<file path="config.mk">
export PLATFORM = sky130hd
export DESIGN_NAME = pdwt_mac
export DESIGN_NICKNAME = d
export VERILOG_FILES = /design/src/rtl/core/periodic_dwt_analysis_top_macros.svh /design/src/rtl/core/pdwt_pkg.sv /design/src/rtl/core/pdwt_mac.sv
export SDC_FILE = /design/constraint.sdc
export NUM_CORES = 2
export LEC_CHECK = 0
export BUFFER_PORTS_ARGS = -buffer_cell sky130_fd_sc_hd__buf_2
export CAP_MARGIN = 5
export CORE_ASPECT_RATIO = 0.8
export CORE_MARGIN = 8
export CORE_UTILIZATION = 60
export CTS_BUF_LIST = sky130_fd_sc_hd__clkbuf_2 sky130_fd_sc_hd__clkbuf_4 sky130_fd_sc_hd__clkbuf_8
export DETAILED_ROUTE_END_ITERATION = 12
export PLACE_DENSITY_LB_ADDON = 0.12
export SLEW_MARGIN = 20
export SYNTH_ARGS = -nofsm -noshare
export SYNTH_HDL_FRONTEND = slang
export SYNTH_SLANG_ARGS = --single-unit
</file>
<file path="constraint.sdc">
create_clock -name clock -period 7.3 [get_ports clock]
set_input_delay 1.46 -clock clock [delete_from_list [all_inputs] [get_ports clock]]
set_output_delay 1.46 -clock clock [all_outputs]
set_load 0.005 [all_outputs]
</file>
<file path="src/rtl/core/periodic_dwt_analysis_top_macros.svh">
// Assertion macros shared by the wavelet analysis RTL.
// Included by files that carry concurrent checks.
`ifndef PERIODIC_DWT_ANALYSIS_TOP_MACROS_SVH
`define PERIODIC_DWT_ANALYSIS_TOP_MACROS_SVH
`define PDWT_ASSERT_IMPL(label, clk, rst, ante, cons, msg) \
   label: assert property (@(posedge clk) disable iff (rst) (ante) |-> (cons)) \
      else $error(msg);
`define PDWT_ASSERT_NEXT(label, clk, rst, ante, cons, msg) \
   label: assert property (@(posedge clk) disable iff (rst) (ante) |=> (cons)) \
      else $error(msg);
`endif

</file>
<file path="src/rtl/core/pdwt_pkg.sv">
// Package for the periodic wavelet analysis block.
// Types, constants and helpers; no dependencies.
package pdwt_pkg;
   localparam int MAX_LENGTH_LOG2_DEF = 10;
   localparam int MAX_TAPS_DEF = 8;
   localparam int DATA_W = 32;
   localparam int ACC_W = 56;

   localparam logic [2:0] CSR_LENGTH_LOG2 = 3'd0;
   localparam logic [2:0] CSR_LEVEL_COUNT = 3'd1;
   localparam logic [2:0] CSR_TAP_COUNT   = 3'd2;
   localparam logic [2:0] CSR_LOW_FIRST   = 3'd3;
   localparam logic [2:0] CSR_LOW_SECOND  = 3'd4;
   localparam logic [2:0] CSR_HIGH_FIRST  = 3'd5;
   localparam logic [2:0] CSR_HIGH_SECOND = 3'd6;

   localparam logic REQ_LOAD = 1'b0;
   localparam logic REQ_READ = 1'b1;

   typedef struct packed {
      logic        req_type;
      logic [15:0] sample_value;
      logic [9:0]  read_index;
   } req_item_type;

   typedef struct packed {
      logic [31:0] coefficient;
      logic        read_error;
   } rsp_item_type;

   typedef enum logic [3:0] {
      ST_IDLE, ST_READ_WAIT, ST_RSP, ST_COPY, ST_LVL_COPY,
      ST_MAC_ADDR, ST_MAC_ACC, ST_MAC_LAST, ST_WRITE_LO, ST_WRITE_HI, ST_LVL_NEXT
   } state_type;

   typedef struct packed {
      logic        clear;
      logic        accumulate;
      logic [15:0] tap;
      logic [31:0] sample;
   } mac_ctrl_type;

   function automatic logic [31:0] round_sat(input logic signed [ACC_W-1:0] acc);
      logic signed [ACC_W-1:0] q;
      q = (acc + ACC_W'(8192)) >>> 14;
      if (q > ACC_W'(64'sh7FFFFFFF)) return 32'h7FFFFFFF;
      if (q < -ACC_W'(64'sh80000000)) return 32'h80000000;
      return q[31:0];
   endfunction
endpackage

</file>
<file path="src/rtl/core/pdwt_mac.sv">
// Shared multiply-accumulate unit, 32x16 product, 56-bit accumulator.
// Depends on pdwt_pkg.
module pdwt_mac
   import pdwt_pkg::*;
(
   input  logic                       clock,
   input  mac_ctrl_type               ctrl,
   output logic signed [ACC_W-1:0]    acc
);
   logic signed [47:0] prod_ff, prod_in;
   logic               acc_en_ff, clr_ff;
   logic signed [ACC_W-1:0] acc_ff, acc_in;
   assign prod_in = $signed(ctrl.sample) * $signed(ctrl.tap);
   always_comb begin
      acc_in = acc_ff;
      if (clr_ff) acc_in = '0;
      else if (acc_en_ff) acc_in = acc_ff + ACC_W'(prod_ff);
   end
   always_ff @(posedge clock) begin
      prod_ff   <= prod_in;
      acc_en_ff <= ctrl.accumulate;
      clr_ff    <= ctrl.clear;
      acc_ff    <= acc_in;
   end
   assign acc = acc_ff;
endmodule

</file>
Word-level counts from Yosys, hierarchy flattened
Cells that the tools add are included.
Word-level totals
  bits in registers: 106
  input bits: 51
  output and inout port bits: 56
  word-level logic and storage cells: 6
Operators by class
  add/subtract/negate cells: 1
  multiply operators: 1
Operators by type and width (count)
  adder 56 x 48 -> 56 bit: 1
  multiplier 32 x 16 -> 48 bit: 1

Longest topological paths before layout
  depth after elaboration: 1
  mapped depth: 26
  mapped depth without buffers: 24

Worst setup path before layout
No wires, ideal clock.
  kind: input to register
  from: input ctrl[47] (netlist bit)
  to: register prod_ff[47]
  library setup time: 0.121 ns
  arrival time: 7.314 ns
  required time: 7.179 ns
  path slack: -0.135 ns
  stages on the path: 23
  cell sequence: inv_1 clkbuf_1 buf_1 nor2_1 fa_1 fa_1 fa_1 fa_1 fa_1 inv_1 fa_1 inv_1 ha_1 a21oi_1 o211ai_1 a31o_2 a211o_1 a221oi_2 o31a_4 o211ai_4 or3_1 a31oi_1 xnor2_1
On the way
  word-level cells in the longest chain between the ends: 1
Ends and longest elaborated chain
  start, declared: line pdwt_mac.sv:7  | input mac_ctrl_type ctrl,
  multiplier 32 x 16 -> 48 bit: line pdwt_mac.sv:13  | assign prod_in = $signed(ctrl.sample) * $signed(ctrl.tap);
  net prod_in[47]: line pdwt_mac.sv:10  | logic signed [47:0] prod_ff, prod_in;
  end signal, assigned: line pdwt_mac.sv:20  | prod_ff <= prod_in;
  end, declared: line pdwt_mac.sv:10
The timed path passes the listed nets, and every way through them passes these cells.
A chain may end at the register's enable or synchronous reset.

Final worst setup path
  from: input ctrl[14] (netlist bit)
  to: register prod_ff[47]
Same word-level chain as after synthesis.

==> impl_metrics.json <==
{
  "place.gp.congestion": 0.936,
  "hold_path_class": "reg2reg",
  "syn_area_per_cell_um2": 8.77,
  "coreArea_um2": 39400,
  "cap_violations": 0,
  "cts-root-buf": "clkbuf_8",
  "cts_max_level": 3,
  "synthArstFlopShare": 0,
  "start_util": 0.608,
  "drt_iter0_drc": 1069,
  "wl_met1_um": 24800,
  "dpl.hpwl_um": 52000,
  "hold-worst-slack_ps": 509,
  "clockBufferDepth": 2,
  "setup_tns_ps": 0,
  "stdcell_count": 3485,
  "dieArea_um2": 46600,
  "worst_setup_path_start_kind": "input pin",
  "hold_buffers": 0,
  "seq_area_frac_synth": 0.0885,
  "cts_sinks": 106,
  "nets": 3651,
  "synth_ff_type": "dfxtp_1",
  "status": "finished clean",
  "wl_per_cell_um": 17.4,
  "synth-edff-count": 0,
  "yosysWarnings": 0,
  "grt_pass1_vias": 20400,
  "dp.cells": 3467,
  "vias": 19200,
  "fmax_ghz": 0.140,
  "areaGrowthSynthToFinish_pct": 11.9,
  "netlist_area_um2": 24000,
  "antenna-diode-count": 0,
  "finalHoldViolCount": 0,
  "tritoncts": "done",
  "worst_pin_slew_ps": 1050,
  "layout-drive-gt1-share": 0.132,
  "final_common_cell": "inv_1",
  "grt_max_degree": 89,
  "drcViolationCount": 0,
  "nFillCells": 3273,
  "first_pass_iters": 6,
  "io_buffer_count": 106,
  "cts_made_buffers": 9,
  "die_h_um": 195,
  "relSlewSlack": 0.302,
  "grt_usage": 0.265,
  "avgViaCountPerCell": 5.52,
  "grt_pass1_wl_um": 101000,
  "finalCriticalPeriod_ps": 7140,
  "worstSetupPathType": "in2reg",
  "grt.overflow.total": 0,
  "setup_viol": 0,
  "required_ps": 7650,
  "yosysUniqueCellTypes": 75,
  "final_cell_mix": "inv_1, fa_1, nand2_1",
  "dp_slack_ps": -559,
  "die_w_um": 239,
  "drtAntennaViolNets": 0,
  "critPathArrivalTime_ps": 7490,
  "synth_cells": 2733,
  "io-pin-count": 107,
  "finClkSkew_ps": 17.4,
  "yosys_register_bits": 106,
  "multiInputGateArea_um2": 19300,
  "cp_max_fo": 10,
  "wirelength_um": 60600,
  "antenna_found_initial": 2,
  "syn_nets": 3440,
  "wl_met3_um": 3290,
  "clkTransAtPathRegs_ps": 120,
  "layout_worst_path_cycle_share": 0.978,
  "report.final.slew_viol_count": 0,
  "row_count": 65,
  "worst_slack_ps": 160,
  "endpoint_kind": "register",
  "wl_met2_um": 30900,
  "register_area_um2": 2130,
  "highest_layer": "met5",
  "insertion_delay_ps": 420
}
[worst paths after layout]
check,endpoint,depth (start not counted),from,slack [ps]
worst max-delay path,prod_ff[47],23,ctrl[14],160
worst max register to register,acc[48],13,acc[0],3510
worst min register to register,acc[49],2,acc[49],510
worst min-delay path,acc[49],2,acc[49],510
[sequential cells by signal (all words and copies together), names as in the netlist]
name	cells
acc	56
acc_en_ff	1
prod_ff	48
clr_ff	1
[critical path: stages]
cell      delay (ps)
clkbuf_4         180
and2_1           200
fa_1             530
inv_1             50
fa_1             450
fa_1             550
inv_1             60
fa_2             580
fa_1             420
inv_1             90
fa_1             410
inv_1            100
ha_4             210
a21oi_2          150
o211ai_1         180
a31o_2           280
a211o_1          310
a221oi_4         290
o31a_4           210
o211ai_4          80
or3_1            380
a31oi_1          200
xnor2_1          130
[area by class of cell]
type                            instances  share of cell area
Sequential cell                       106              0.0793
Clock buffer                            9             0.00462
Clock inverter                          7             0.00219
Tap cell                              536              0.0250
Multi-Input combinational cell       1923               0.720
Timing Repair Buffer                  318              0.0865
Inverter                              586              0.0821
[layer usage]
layer / up-vias / track usage
li1: 8785 / -
met1: 9694 / 0.344
met3: 124 / 0.0348
met5: - / 0
met2: 617 / 0.462
met4: 4 / 0.0698
[synth_stat cells, drive strengths merged (19+ instances only)]
| cell | instances | area [um2] |
|---|---|---|
| o21ai | 54 | 270 |
| dfxtp | 106 | 2120 |
| a31oi | 19 | 119 |
| nand2b | 27 | 171 |
| inv | 586 | 2200 |
| mux2i | 34 | 340 |
| nor2 | 121 | 454 |
| clkbuf | 107 | 422 |
| xor2 | 22 | 193 |
| xnor2 | 63 | 552 |
| nand3 | 22 | 110 |
| a21o | 49 | 369 |
| nand2 | 341 | 1280 |
| fa | 487 | 9750 |
| a21oi | 101 | 509 |
| and2 | 209 | 1310 |
| ha | 169 | 2110 |
[what timing repair did]
action                     CTS  global route
buffers inserted             0             2
resized for setup            7            53
setup endpoints to repair    5            11
pin swaps                    0            15
cloned                       0             1
[logic make-up (layout without fill, tap and decap cells)]
| kind of cell | count (synthesis) | count (layout) | synth area share |
|---|---|---|---|
| AO/OA/AOI/OAI | 335 | 335 | 0.0941 |
| XOR/XNOR | 85 | 85 | 0.0311 |
| adder cells (fa/ha/maj) | 656 | 656 | 0.495 |
| buffers and inverters | 704 | 920 | 0.111 |
| flip-flops | 106 | 106 | 0.0885 |
| multiplexers | 34 | 34 | 0.0142 |
| AND/OR/NAND/NOR | 813 | 813 | 0.166 |
[through the flow]
step	util	area, um2
6_report	0.680	26800
5_1_grt	0.680	26800
4_1_cts	0.674	26600
3_5_place_dp	0.669	26400
3_3_place_gp	0.669	26400
2_1_floorplan	-	24000
Power is not shown: default switching activity piles up to over one toggle a cycle in this logic, so the estimate is an artifact.
